### src/rtl/core/assert_macros.svh
// Assertion helpers, compiled out for synthesis.
`ifndef ASSERT_MACROS_SVH
`define ASSERT_MACROS_SVH
`ifndef SYNTHESIS
`define SPQ_ASSERT(lbl, clk, rst_n, prop, msg) \
  lbl: assert property (@(posedge clk) disable iff (!rst_n) (prop)) else $error(msg);
`define SPQ_ASSERT_IMPL(lbl, clk, rst_n, ante, cons, msg) \
  lbl: assert property (@(posedge clk) disable iff (!rst_n) (ante) |-> (cons)) else $error(msg);
`else
`define SPQ_ASSERT(lbl, clk, rst_n, prop, msg)
`define SPQ_ASSERT_IMPL(lbl, clk, rst_n, ante, cons, msg)
`endif
`endif

### src/rtl/core/spq_pkg.sv
package spq_pkg;

  localparam logic CMD_PUSH = 1'b0;
  localparam logic CMD_POP  = 1'b1;

  typedef enum logic [1:0] {
    ST_OK    = 2'd0,
    ST_EMPTY = 2'd1,
    ST_FULL  = 2'd2
  } spq_status_t;

  typedef enum logic [2:0] {
    S_IDLE,
    S_PUSH_SCAN,
    S_PUSH_HEAD,
    S_POP_SCAN,
    S_DONE
  } spq_state_t;

  typedef struct packed {
    logic        done;
    spq_status_t status;
  } spq_res_t;

endpackage

### src/rtl/core/spq_mem.sv
module spq_mem #(
  parameter int DEPTH      = 16,
  parameter int DATA_WIDTH = 32,
  parameter int PRIO_WIDTH = 8
) (
  input  logic                     clk,
  input  logic                     we,
  input  logic [$clog2(DEPTH)-1:0] waddr,
  input  logic [DATA_WIDTH-1:0]    wdata_d,
  input  logic [PRIO_WIDTH-1:0]    wdata_p,
  input  logic                     re,
  input  logic [$clog2(DEPTH)-1:0] raddr,
  output logic [DATA_WIDTH-1:0]    rdata_d,
  output logic [PRIO_WIDTH-1:0]    rdata_p
);

  logic [DATA_WIDTH-1:0] mem_data_r [DEPTH];
  logic [PRIO_WIDTH-1:0] mem_prio_r [DEPTH];
  logic [DATA_WIDTH-1:0] rd_data_r;
  logic [PRIO_WIDTH-1:0] rd_prio_r;

  always_ff @(posedge clk) begin
    if (we) begin
      mem_data_r[waddr] <= wdata_d;
      mem_prio_r[waddr] <= wdata_p;
    end
    if (re) begin
      rd_data_r <= mem_data_r[raddr];
      rd_prio_r <= mem_prio_r[raddr];
    end
  end

  assign rdata_d = rd_data_r;
  assign rdata_p = rd_prio_r;

endmodule

### src/rtl/core/spq_ctrl.sv
`include "assert_macros.svh"

module spq_ctrl #(
  parameter int DEPTH      = 16,
  parameter int DATA_WIDTH = 32,
  parameter int PRIO_WIDTH = 8
) (
  input  logic                       clk,
  input  logic                       rst_n,
  input  logic                       in_valid,
  input  logic                       in_cmd,
  input  logic [DATA_WIDTH-1:0]      in_item_data,
  input  logic [PRIO_WIDTH-1:0]      in_item_priority,
  output logic                       in_stall,
  input  logic                       out_free,
  output spq_pkg::spq_res_t          res,
  output logic [$clog2(DEPTH+1)-1:0] count,
  output logic [DATA_WIDTH-1:0]      head_data,
  output logic [PRIO_WIDTH-1:0]      head_prio,
  output logic                       mem_we,
  output logic [$clog2(DEPTH)-1:0]   mem_waddr,
  output logic [DATA_WIDTH-1:0]      mem_wdata_d,
  output logic [PRIO_WIDTH-1:0]      mem_wdata_p,
  output logic                       mem_re,
  output logic [$clog2(DEPTH)-1:0]   mem_raddr,
  input  logic [DATA_WIDTH-1:0]      mem_rdata_d,
  input  logic [PRIO_WIDTH-1:0]      mem_rdata_p
);

  localparam int AW = $clog2(DEPTH);
  localparam int CW = $clog2(DEPTH + 1);

  spq_pkg::spq_state_t  state_r, state_nxt;
  spq_pkg::spq_status_t status_r;
  logic [AW-1:0]         idx_r;
  logic [CW-1:0]         count_r;
  logic [DATA_WIDTH-1:0] new_data_r, head_data_r;
  logic [PRIO_WIDTH-1:0] new_prio_r, head_prio_r;

  logic          prio_lt, prio_eq, move_down, pop_more, wsel_new;
  logic          is_full, is_zero, is_one, is_push;
  logic [AW-1:0] idx_inc, idx_dec;
  logic [CW-1:0] count_dec, count_inc;

  // shared compare and index step
  assign prio_lt   = mem_rdata_p < new_prio_r;
  assign prio_eq   = mem_rdata_p == new_prio_r;
  assign move_down = prio_lt || (prio_eq && (idx_r != '0));
  assign idx_inc   = idx_r + AW'(1);
  assign idx_dec   = idx_r - AW'(1);
  assign count_dec = count_r - CW'(1);
  assign count_inc = count_r + CW'(1);
  assign pop_more  = CW'(idx_r) < count_dec;
  assign is_full   = count_r == CW'(DEPTH);
  assign is_zero   = count_r == '0;
  assign is_one    = count_r == CW'(1);
  assign is_push   = in_cmd == spq_pkg::CMD_PUSH;

  assign mem_wdata_d = wsel_new ? new_data_r : mem_rdata_d;
  assign mem_wdata_p = wsel_new ? new_prio_r : mem_rdata_p;

  always_comb begin
    state_nxt = state_r;
    case (state_r)
      spq_pkg::S_IDLE: begin
        if (in_valid) begin
          if (is_push) begin
            if (is_full) state_nxt = spq_pkg::S_DONE;
            else if (is_zero) state_nxt = spq_pkg::S_PUSH_HEAD;
            else state_nxt = spq_pkg::S_PUSH_SCAN;
          end else begin
            if (is_zero || is_one) state_nxt = spq_pkg::S_DONE;
            else state_nxt = spq_pkg::S_POP_SCAN;
          end
        end
      end
      spq_pkg::S_PUSH_SCAN: begin
        if (!move_down) state_nxt = spq_pkg::S_DONE;
        else if (idx_r == '0) state_nxt = spq_pkg::S_PUSH_HEAD;
      end
      spq_pkg::S_PUSH_HEAD: state_nxt = spq_pkg::S_DONE;
      spq_pkg::S_POP_SCAN: begin
        if (!pop_more) state_nxt = spq_pkg::S_DONE;
      end
      spq_pkg::S_DONE: begin
        if (out_free) state_nxt = spq_pkg::S_IDLE;
      end
      default: state_nxt = spq_pkg::S_IDLE;
    endcase
  end

  always_comb begin
    in_stall   = 1'b1;
    mem_we     = 1'b0;
    mem_waddr  = '0;
    wsel_new   = 1'b0;
    mem_re     = 1'b0;
    mem_raddr  = '0;
    res.done   = 1'b0;
    res.status = status_r;
    case (state_r)
      spq_pkg::S_IDLE: begin
        in_stall = 1'b0;
        if (in_valid && is_push && !is_full && !is_zero) begin
          mem_re    = 1'b1;
          mem_raddr = AW'(count_dec);
        end else if (in_valid && !is_push && !is_zero && !is_one) begin
          mem_re    = 1'b1;
          mem_raddr = AW'(1);
        end
      end
      spq_pkg::S_PUSH_SCAN: begin
        mem_we    = 1'b1;
        mem_waddr = idx_inc;
        wsel_new  = !move_down;
        mem_re    = move_down && (idx_r != '0);
        mem_raddr = idx_dec;
      end
      spq_pkg::S_PUSH_HEAD: begin
        mem_we   = 1'b1;
        wsel_new = 1'b1;
      end
      spq_pkg::S_POP_SCAN: begin
        mem_we    = 1'b1;
        mem_waddr = idx_dec;
        mem_re    = pop_more;
        mem_raddr = idx_inc;
      end
      spq_pkg::S_DONE: res.done = out_free;
      default: in_stall = 1'b1;
    endcase
  end

  always_ff @(posedge clk) begin
    if (!rst_n) begin
      state_r <= spq_pkg::S_IDLE;
      count_r <= '0;
    end else begin
      state_r <= state_nxt;
      case (state_r)
        spq_pkg::S_IDLE: begin
          if (in_valid && !is_push && is_one) count_r <= '0;
        end
        spq_pkg::S_PUSH_SCAN: begin
          if (!move_down) count_r <= count_inc;
        end
        spq_pkg::S_PUSH_HEAD: count_r <= count_inc;
        spq_pkg::S_POP_SCAN: begin
          if (!pop_more) count_r <= count_dec;
        end
        default: count_r <= count_r;
      endcase
    end
  end

  always_ff @(posedge clk) begin
    if (state_r == spq_pkg::S_IDLE && in_valid) begin
      new_data_r <= in_item_data;
      new_prio_r <= in_item_priority;
      idx_r      <= is_push ? AW'(count_dec) : AW'(1);
      if (is_push && is_full) status_r <= spq_pkg::ST_FULL;
      else if (!is_push && is_zero) status_r <= spq_pkg::ST_EMPTY;
      else status_r <= spq_pkg::ST_OK;
    end else if (state_r == spq_pkg::S_PUSH_SCAN && move_down) begin
      idx_r <= idx_dec;
    end else if (state_r == spq_pkg::S_POP_SCAN && pop_more) begin
      idx_r <= idx_inc;
    end
    // mirror slot zero
    if (mem_we && mem_waddr == '0) begin
      head_data_r <= mem_wdata_d;
      head_prio_r <= mem_wdata_p;
    end
  end

  assign count     = count_r;
  assign head_data = head_data_r;
  assign head_prio = head_prio_r;

  `SPQ_ASSERT(a_count_bound, clk, rst_n, count_r <= CW'(DEPTH), "count above depth")
  `SPQ_ASSERT_IMPL(a_scan_no_head, clk, rst_n, state_r == spq_pkg::S_PUSH_SCAN, mem_waddr != '0, "scan wrote head")
  `SPQ_ASSERT_IMPL(a_empty_status, clk, rst_n, res.done && res.status == spq_pkg::ST_EMPTY, count_r == '0, "empty status with entries")

endmodule

### src/rtl/core/sorted_priority_queue_core.sv
// Sorted priority queue, up to DEPTH entries held in descending priority.
// Input channel in_*: one word per command, in_cmd push (with data and
// priority) or pop. A push passes equal-priority entries but not the head.
// Result channel out_*: one word per command with status, head entry,
// empty flag and entry count after the command.
// A push walks the slot memory from the tail, one slot a cycle,
// through a single priority comparator; a pop moves every entry behind
// the head up one slot, one a cycle. A rejected push or a pop of at most
// one entry goes straight to the result with no walk; the longest walk is
// a push to the head of a queue holding DEPTH - 1 entries. The next word
// is taken only once the previous result has entered the output register,
// so commands are handled one at a time. One compare a cycle on a memory
// with one read and one write port sets this pace.
// in_stall stays high from accept until the result enters the output
// register; a new word may be accepted while that result waits.
// While out_stall is high the result holds and the sequencer waits before
// posting the next one. Reset (rst_n low, synchronous) empties the queue;
// slot contents are not cleared.
module sorted_priority_queue_core #(
  parameter int DEPTH      = 16,
  parameter int DATA_WIDTH = 32,
  parameter int PRIO_WIDTH = 8
) (
  input  logic                       clk,
  input  logic                       rst_n,
  input  logic                       in_valid,
  output logic                       in_stall,
  input  logic                       in_cmd,
  input  logic [DATA_WIDTH-1:0]      in_item_data,
  input  logic [PRIO_WIDTH-1:0]      in_item_priority,
  output logic                       out_valid,
  input  logic                       out_stall,
  output logic [1:0]                 out_status,
  output logic [DATA_WIDTH-1:0]      out_head_data,
  output logic [PRIO_WIDTH-1:0]      out_head_priority,
  output logic                       out_is_empty,
  output logic [$clog2(DEPTH+1)-1:0] out_entry_count
);

  localparam int AW = $clog2(DEPTH);
  localparam int CW = $clog2(DEPTH + 1);

  spq_pkg::spq_res_t     res;
  logic [CW-1:0]         count;
  logic [DATA_WIDTH-1:0] head_data;
  logic [PRIO_WIDTH-1:0] head_prio;
  logic                  mem_we, mem_re;
  logic [AW-1:0]         mem_waddr, mem_raddr;
  logic [DATA_WIDTH-1:0] mem_wdata_d, mem_rdata_d;
  logic [PRIO_WIDTH-1:0] mem_wdata_p, mem_rdata_p;
  logic                  out_free;

  logic                  out_valid_r, out_valid_nxt;
  logic [1:0]            status_r;
  logic [DATA_WIDTH-1:0] head_data_r;
  logic [PRIO_WIDTH-1:0] head_prio_r;
  logic                  empty_r;
  logic [CW-1:0]         count_r;

  spq_ctrl #(
    .DEPTH      (DEPTH),
    .DATA_WIDTH (DATA_WIDTH),
    .PRIO_WIDTH (PRIO_WIDTH)
  ) u_ctrl (
    .clk              (clk),
    .rst_n            (rst_n),
    .in_valid         (in_valid),
    .in_cmd           (in_cmd),
    .in_item_data     (in_item_data),
    .in_item_priority (in_item_priority),
    .in_stall         (in_stall),
    .out_free         (out_free),
    .res              (res),
    .count            (count),
    .head_data        (head_data),
    .head_prio        (head_prio),
    .mem_we           (mem_we),
    .mem_waddr        (mem_waddr),
    .mem_wdata_d      (mem_wdata_d),
    .mem_wdata_p      (mem_wdata_p),
    .mem_re           (mem_re),
    .mem_raddr        (mem_raddr),
    .mem_rdata_d      (mem_rdata_d),
    .mem_rdata_p      (mem_rdata_p)
  );

  spq_mem #(
    .DEPTH      (DEPTH),
    .DATA_WIDTH (DATA_WIDTH),
    .PRIO_WIDTH (PRIO_WIDTH)
  ) u_mem (
    .clk     (clk),
    .we      (mem_we),
    .waddr   (mem_waddr),
    .wdata_d (mem_wdata_d),
    .wdata_p (mem_wdata_p),
    .re      (mem_re),
    .raddr   (mem_raddr),
    .rdata_d (mem_rdata_d),
    .rdata_p (mem_rdata_p)
  );

  assign out_free      = !out_valid_r || !out_stall;
  assign out_valid_nxt = res.done || (out_valid_r && out_stall);

  always_ff @(posedge clk) begin
    if (!rst_n) begin
      out_valid_r <= 1'b0;
    end else begin
      out_valid_r <= out_valid_nxt;
    end
  end

  always_ff @(posedge clk) begin
    if (res.done) begin
      status_r    <= res.status;
      empty_r     <= count == '0;
      count_r     <= count;
      head_data_r <= (count == '0) ? '0 : head_data;
      head_prio_r <= (count == '0) ? '0 : head_prio;
    end
  end

  assign out_valid         = out_valid_r;
  assign out_status        = status_r;
  assign out_head_data     = head_data_r;
  assign out_head_priority = head_prio_r;
  assign out_is_empty      = empty_r;
  assign out_entry_count   = count_r;

endmodule

### config.mk
export PLATFORM = sky130hd
export DESIGN_NAME = sorted_priority_queue_core
export DESIGN_NICKNAME = d
export VERILOG_FILES = /design/src/rtl/core/spq_pkg.sv /design/src/rtl/core/spq_mem.sv /design/src/rtl/core/spq_ctrl.sv /design/src/rtl/core/sorted_priority_queue_core.sv
export VERILOG_INCLUDE_DIRS = /design/src /design/src/rtl/core
export SDC_FILE = /design/constraint.sdc
export NUM_CORES = 1
export LEC_CHECK = 0
export ABC_AREA = 1
export BUFFER_PORTS_ARGS = -buffer_cell sky130_fd_sc_hd__buf_2
export CORE_MARGIN = 2
export CORE_UTILIZATION = 45
export DETAILED_ROUTE_END_ITERATION = 12
export HOLD_SLACK_MARGIN = 0.15
export PLACE_DENSITY = 0.57
export REMOVE_ABC_BUFFERS = 1
export SYNTH_ARGS = -nofsm -noshare
export SYNTH_HDL_FRONTEND = slang
export SYNTH_HIERARCHICAL = 1
export SYNTH_SLANG_ARGS = --single-unit
### constraint.sdc
create_clock -name clk -period 6.55 [get_ports clk]
set_clock_uncertainty 0.2 [all_clocks]
set_input_delay 1.965 -clock clk [delete_from_list [all_inputs] [get_ports clk]]
set_output_delay 1.965 -clock clk [all_outputs]
set_load 0.005 [all_outputs]
### Word-level counts from Yosys, hierarchy flattened

Memories as Yosys holds them, arrays and structs flattened. A register that Yosys moved wholly into a read port is not among the register bits.
Index checks and enable logic that the tools add are counted.

| operators by class | value |
|---|---|
| add/sub/neg operators | 4 |
| multipliers | 0 |
| div/mod/pow operators | 0 |
| $lt $le $gt $ge | 2 |
| equality and inequality tests | 13 |
| shift-type cells | 0 |
| mux-type cells | 34 |
| bitwise logic cells | 1 |
| reductions and logical operators | 36 |

Operator list:

| operator | number |
|---|---|
| $mux W32 | 1 |
| $mux W3 | 8 |
| $mux W4 | 5 |
| $pmux W5 S4 | 1 |
| $logic_and A1 B1 Y1 | 16 |
| $mux W5 | 3 |
| $pmux W3 S5 | 1 |
| $pmux W4 S3 | 1 |
| $mux W1 | 9 |
| $eq A8 B8 Y1 | 1 |
| $logic_not A4 Y1 | 2 |
| $lt A8 B8 Y1 | 1 |
| $mux W8 | 1 |
| $pmux W4 S2 | 1 |
| $reduce_and A4 Y1 | 2 |
| $reduce_bool A4 Y1 | 2 |
| $eq A3 B2 Y1 const B | 2 |
| $logic_not A1 Y1 | 6 |
| $ne A2 B2 Y1 const B | 3 |
| $add A5 B1 Y5 const B | 1 |
| $eq A5 B1 Y1 const B | 1 |
| $eq A5 B5 Y1 const B | 1 |
| $logic_not A5 Y1 | 1 |
| $lt A4 B5 Y1 | 1 |
| 15 further kinds | 19 |

| storage, ports and cells | value |
|---|---|
| register bits | 143 |
| bits in latches | 0 |
| memory bits (writable) | 640 |
| bits in read-only memories | 0 |
| output and inout port bits | 50 |
| word-level logic and storage cells | 106 |
| memories | 2 |

Memory list:

| memory | depth | width | rd ports | clocked after Yosys merged registers in | write ports | RTL line | RTL |
|---|---|---|---|---|---|---|---|
| u_mem.mem_data_r | 16 | 32 | 1 | 1 | 1 | spq_mem.sv:17 | `logic [DATA_WIDTH-1:0] mem_data_r [DEPTH];` |
| u_mem.mem_prio_r | 16 | 8 | 1 | 1 | 1 | spq_mem.sv:18 | `logic [PRIO_WIDTH-1:0] mem_prio_r [DEPTH];` |

### Logic depth before layout (Yosys ltp)

| depth | value |
|---|---|
| depth after elaboration | 7 |
| depth in mapped cells | 19 |
| depth with buffers taken out | 16 |

### Cells and area by module

Netlist, hierarchy kept.

Modules (own cells, without submodules):

| module | times used | cells each | area each (µm²) | sequential area each (µm²) |
|---|---|---|---|---|
| spq_mem | 1 | 2645 | 28680.0 | 20419.6 |
| spq_ctrl | 1 | 423 | 4431.8 | 2742.6 |
| sorted_priority_queue_core | 1 | 141 | 1869.3 | 1461.4 |

### Worst setup path before layout

Ideal clock, no wire load.

| timing path | value |
|---|---|
| path type | reg-to-reg |
| from | register u_ctrl.idx_r[0] |
| to | register u_ctrl.head_data_r[0] (netlist: u_ctrl/head_data[0]), enable pin |
| arrival time | 5.030 ns |
| data required time | 5.813 ns |
| slack | 0.783 ns |
| cell stages (with the launch flop) | 7 |
| period minus slack after synthesis | 5.767 ns |
| cells stage by stage | edfxtp_1 > inv_1 > ha_1 > xor2_1 > inv_1 > nor2_1 > nor4_1 |

| between the ends | value |
|---|---|
| longest elaborated chain between the ends | 4 |
| elaborated cells between the ends (all ways) | 5 |

RTL lines:

| what | RTL line | RTL |
|---|---|---|
| start, declared | spq_ctrl.sv:35 | `logic [AW-1:0] idx_r;` |
| start signal, assigned | spq_ctrl.sv:160 | `idx_r <= is_push ? AW'(count_dec) : AW'(1);` |
| start signal, assigned | spq_ctrl.sv:165 | `idx_r <= idx_dec;` |
| start signal, assigned | spq_ctrl.sv:167 | `idx_r <= idx_inc;` |
| $sub A4 B1 Y4 or $add A4 B1 Y4 (tied branches) | spq_ctrl.sv:50, spq_ctrl.sv:49 |  |
| $pmux W4 S2 (*) | spq_ctrl.sv:101 | `case (state_r)` |
| net mem_waddr[1] | sorted_priority_queue_core.sv:48 | `logic [AW-1:0] mem_waddr, mem_raddr;` |
| $logic_not A4 Y1 (*) | spq_ctrl.sv:170 | `if (mem_we && mem_waddr == '0) begin` |
| $logic_and A1 B1 Y1 (*) | spq_ctrl.sv:170 |  |
| end signal, assigned | spq_ctrl.sv:171 | `head_data_r <= mem_wdata_d;` |
| end, declared | spq_ctrl.sv:37 | `logic [DATA_WIDTH-1:0] new_data_r, head_data_r;` |

Mark *: on every way through the listed nets, which the timed path passes. The rest lies on a longest branch.
A chain may end at the register's enable or synchronous reset.

### Final worst setup path

| timing path | value |
|---|---|
| from | input port in_cmd |
| to | register u_mem.rd_prio_r[4] (netlist: u_mem/rdata_p[4]), read port of u_mem.mem_prio_r (data pin) |

| between the ends | value |
|---|---|
| longest elaborated chain between the ends | 6 |
| elaborated cells between the ends (all ways) | 13 |

RTL lines:

| what | RTL line | RTL |
|---|---|---|
| start, declared | sorted_priority_queue_core.sv:28 | `input logic in_cmd,` |
| $logic_and A1 B1 Y1 or $not A1 Y1 (tied branches) | spq_ctrl.sv:107, spq_ctrl.sv:57 |  |
| $logic_and A1 B1 Y1 (on tied branches) (2 in a row) | spq_ctrl.sv:107, spq_ctrl.sv:104 |  |
| $mux W1 or $logic_and A1 B1 Y1 (tied branches) | spq_ctrl.sv:107, spq_ctrl.sv:104 |  |
| $mux W4 (*) | spq_ctrl.sv:104 | `if (in_valid && is_push && !is_full && !is_zero) begin` |
| $pmux W4 S3 (*) | spq_ctrl.sv:101 |  |
| net mem_raddr[0] | sorted_priority_queue_core.sv:48 |  |
| end, declared | spq_mem.sv:20 | `logic [PRIO_WIDTH-1:0] rd_prio_r;` |

Marks and branches as above.

==> impl_metrics.tcl <==
set metrics [dict create \
    cts_root_buf "clkbuf_16" \
    syn_area_per_cell_sq_um 10.9 \
    regToRegStartpoint "u_mem/rdata_p[3]$_DFFE_PP_" \
    mappedNetlistArea_sq_um 35000 \
    grt_util_all_layers_pct 22.5 \
    antenna_found_initial 1 \
    ant_nets 0 \
    fin_util_pct 51.0 \
    worst-path-buf-inv 3 \
    synth_largest_area_cell "edfxtp_1" \
    hold_start "u_ctrl/status_r[1]$_SDFFCE_PP1P_" \
    hp-class "flip-flop to flip-flop" \
    layout_min_cycle_time_ps 4410 \
    dieHeight_um 283 \
    drc_errors 0 \
    slew_headroom_pct -0.204 \
    fill_cells 6734 \
    p_switching_uw 5650 \
    critPathLaunchType "primary input" \
    power_frac_clock_pct 29.3 \
    netlist.area_leader.share_pct 69.9 \
    cpMaxStageDelayCell "buf_12" \
    grt.overflow.total 0 \
    maxCapViolations 0 \
    clock_path_buffers 3 \
    end_kind "flip-flop" \
    area_growth_pct 12.5 \
    synth.area.top_cells "edfxtp_1 (70%), nand2_1 (11%), nand3_1 (7.6%)" \
    place_congestion 0.819 \
    dr_total_vias 22600 \
    ys_seq_area_share_pct 70.4 \
    violations "max-slew violations" \
    reg2reg_to "u_mem/mem_data_r[10][17]$_DFFE_PP_" \
    power_frac_seq_pct 44.0 \
    fp.dieW_um 283 \
    rows 102 \
    outcome "finished, violations left" \
    clock.fmax_mhz 227 \
    multi_input_area_sq_um 7520 \
    tritoncts "done" \
    grt_pass1_wl_um 133000 \
    worst_ep_arrival_time_ps 4570 \
    synthAdderAreaFrac_pct 0.608 \
    path_clk_slew_ps 60 \
    hold-path-endpoint "out_status[1]$_DFFE_PP_" \
    yosysUniqueCellTypes 36 \
    maxSlewViolCount 16 \
    syn-instance-count 3209 \
    synthMuxAreaShare_pct 0 \
    finalCritPeriodShare_pct 67.3 \
    whs_ps 220 \
    clock_sinks 823 \
    crit_top_cell "nand3_1" \
    p_int_uw 11600 \
    pin_count 95 \
    grt_setup_unrepaired "false" \
    viasPerCell 5.15 \
    swShare_pct 32.8 \
    io_buffers 94 \
    synth-seq-cells 823 \
    layout.area.seq_sq_um 24600 \
    cpPeakStageDelay_ps 540 \
    setup_viol 0 \
    synth_top_family_by_area "simple AND/OR/NAND/NOR gates" \
    htree_num_levels 3 \
    dp_hpwl_um 43700 \
    dr.pass1.iters 5 \
    yosys_warnings 6 \
    wl_per_cell_um 20.3 \
    cts_resized 0 \
    cts_inserted_buffers 87 \
    critPathRequiredTime_ps 6710 \
    clock_latency_ps 620 \
    nets 3347 \
    r2r_cells 12 \
    core_sq_um 77200 \
    worst_pin_slew_ps 1500 \
    wl_um 88900 \
    synth_xor_xnor_area_share_pct 0.275 \
    path_max_fanout 218 \
    crit_path_cell_trace "buf_2, nor2_1, inv_1, nand2_1, nand3_1, o21ai_4, buf_12, nand2_1, nand3_1, nand3_1, nand3_1, nand2_1" \
    dieArea_sq_um 80000 \
    p_leak_uw 0.0165 \
    reg2reg_slack_ps 2260 \
    path_class "primary input to flip-flop" \
    synthSimpleGateAreaFrac_pct 19.4 \
    grt_pass1_vias 21800 \
    power_density_nw_per_um2 438 \
    drive_gt1_share_pct 9.28 \
    grt_max_degree 219 \
    antennaDiodeCount 0 \
    path_delay_family "simple AND/OR/NAND/NOR gates" \
    hold_viol 0 \
    postCtsSetupRepairBufs 0 \
    irDropWorstVdd_uv 363 \
    initial_core_util_pct 45.3 \
    hold_depth 0 \
    synth-compound-area-share_pct 0.647 \
    drt_iter0_markers 2065 \
    cts-hold-fix-buffers 0 \
    p_comb_share_pct 26.7 \
]
## worst reg2reg max path, delay by kind of cell (launching register included)
family | cells | cell delay, ps
buf+inv | 2 | 570
simple gates | 9 | 2440
flops | 1 | 450
fa+ha+maj | 1 | 340
## cell usage after synthesis
library cell / instances
dfxtp_1: 9
nand3_1: 531
o22ai_1: 4
nand2_2: 9
nor2_2: 1
o211ai_1: 1
o221ai_1: 2
a22oi_1: 1
xnor2_1: 5
inv_1: 563
ha_1: 17
nand3b_1: 2
xor2_1: 6
nand4_1: 4
or2_2: 1
a21oi_4: 1
buf_6: 20
a21boi_0: 1
nor3_1: 1
a21oi_1: 14
inv_4: 2
nor4_1: 1
o21bai_1: 1
nand3_4: 2
buf_4: 29
buf_2: 64
buf_1: 18
o21ai_0: 12
nand2_1: 992
nand3_2: 1
inv_2: 5
edfxtp_1: 814
clkbuf_1: 19
nor2_4: 3
nor2_1: 52
a21o_1: 1
## metrics by stage
stage                     total power, uW  cell area (sq um)  cells  setup TNS (ps)  setup slack, ps
after floorplan                     11100              34100   3059         -936980           -23440
after global placement              12200              36400   4235               0             1650
after detailed placement            12300              36400   4235               0             1560
after CTS                           17400              39400   4391               0             2200
after global routing                18200              39400   4392               0             1930
final                               17300              39400   4392               0             2140
## state kept, by name, indices dropped and copies added, names as in the netlist, 2 cells and up
name               cells
u_mem/rdata_d         32
out_head_priority      8
u_ctrl/status_r        2
u_mem/mem_data_r     512
u_ctrl/new_data_r     32
u_mem/rdata_p          8
out_entry_count        5
u_ctrl/head_prio       8
u_ctrl/new_prio_r      8
u_ctrl/count           5
u_ctrl/head_data      32
u_ctrl/idx_r           4
u_ctrl/state_r         3
out_head_data         32
out_status             2
u_mem/mem_prio_r     128
## worst max path at each step
stage	start	end	slack, ps	cells after the start
after global placement	in_cmd	u_mem/rdata_d[27]$_DFFE_PP_	1650	13
final	in_cmd	u_mem/rdata_p[4]$_DFFE_PP_	2140	12
after global routing	in_cmd	u_mem/rdata_d[18]$_DFFE_PP_	1930	13
after floorplan	in_cmd	u_mem/rdata_d[14]$_DFFE_PP_	-23440	12
after CTS	u_mem/rdata_p[3]$_DFFE_PP_	u_mem/mem_data_r[8][17]$_DFFE_PP_	2200	12
after detailed placement	in_cmd	u_mem/rdata_d[21]$_DFFE_PP_	1560	13
## power groups by stage
stage / logic (uW) / registers (uW) / clock network [uW]
after floorplan: 3480 / 7660 / 0
after global placement: 4510 / 7700 / 0
after detailed placement: 4610 / 7710 / 0
after CTS: 4640 / 7610 / 5140
after global routing: 5180 / 7650 / 5370
final: 4610 / 7600 / 5050
## kinds of logic (layout without fill, tap and decap cells)
group	Yosys count	after routing
simple gates	1600	1600
buf+inv	720	863
flops	823	823
xor+xnor	11	11
fa+ha+maj	17	17
compound gates	38	38
## metal layers
metal	vias up	track usage [%]	share of wire (%)
met5	-	0	0
met1	11100	32.0	44
met3	136	3.13	6.8
li1	10600	-	-
met2	779	36.3	47
met4	0	6.25	2.1
## cells in the final DEF, fill, tap and decap left out, types with 17 or more instances in the layout
master,netlist,routed
edfxtp_1,814,814
buf_2,64,94
nand3_1,531,529
clkbuf_1,19,22
nor2_1,52,35
inv_1,563,562
ha_1,17,17
buf_4,29,38
nand2_1,992,991
nor2_4,3,20
clkbuf_16,0,91
## final cells by class
type	count	area share, %
clock buffer	114	6.03
tap	1040	3.31
inverter	570	5.46
clock inverter	42	1.39
multi-input combinational	1666	19.1
sequential	823	62.5
timing repair buffer	137	2.17
No activity file was read; power rests on OpenSTA's default activity.
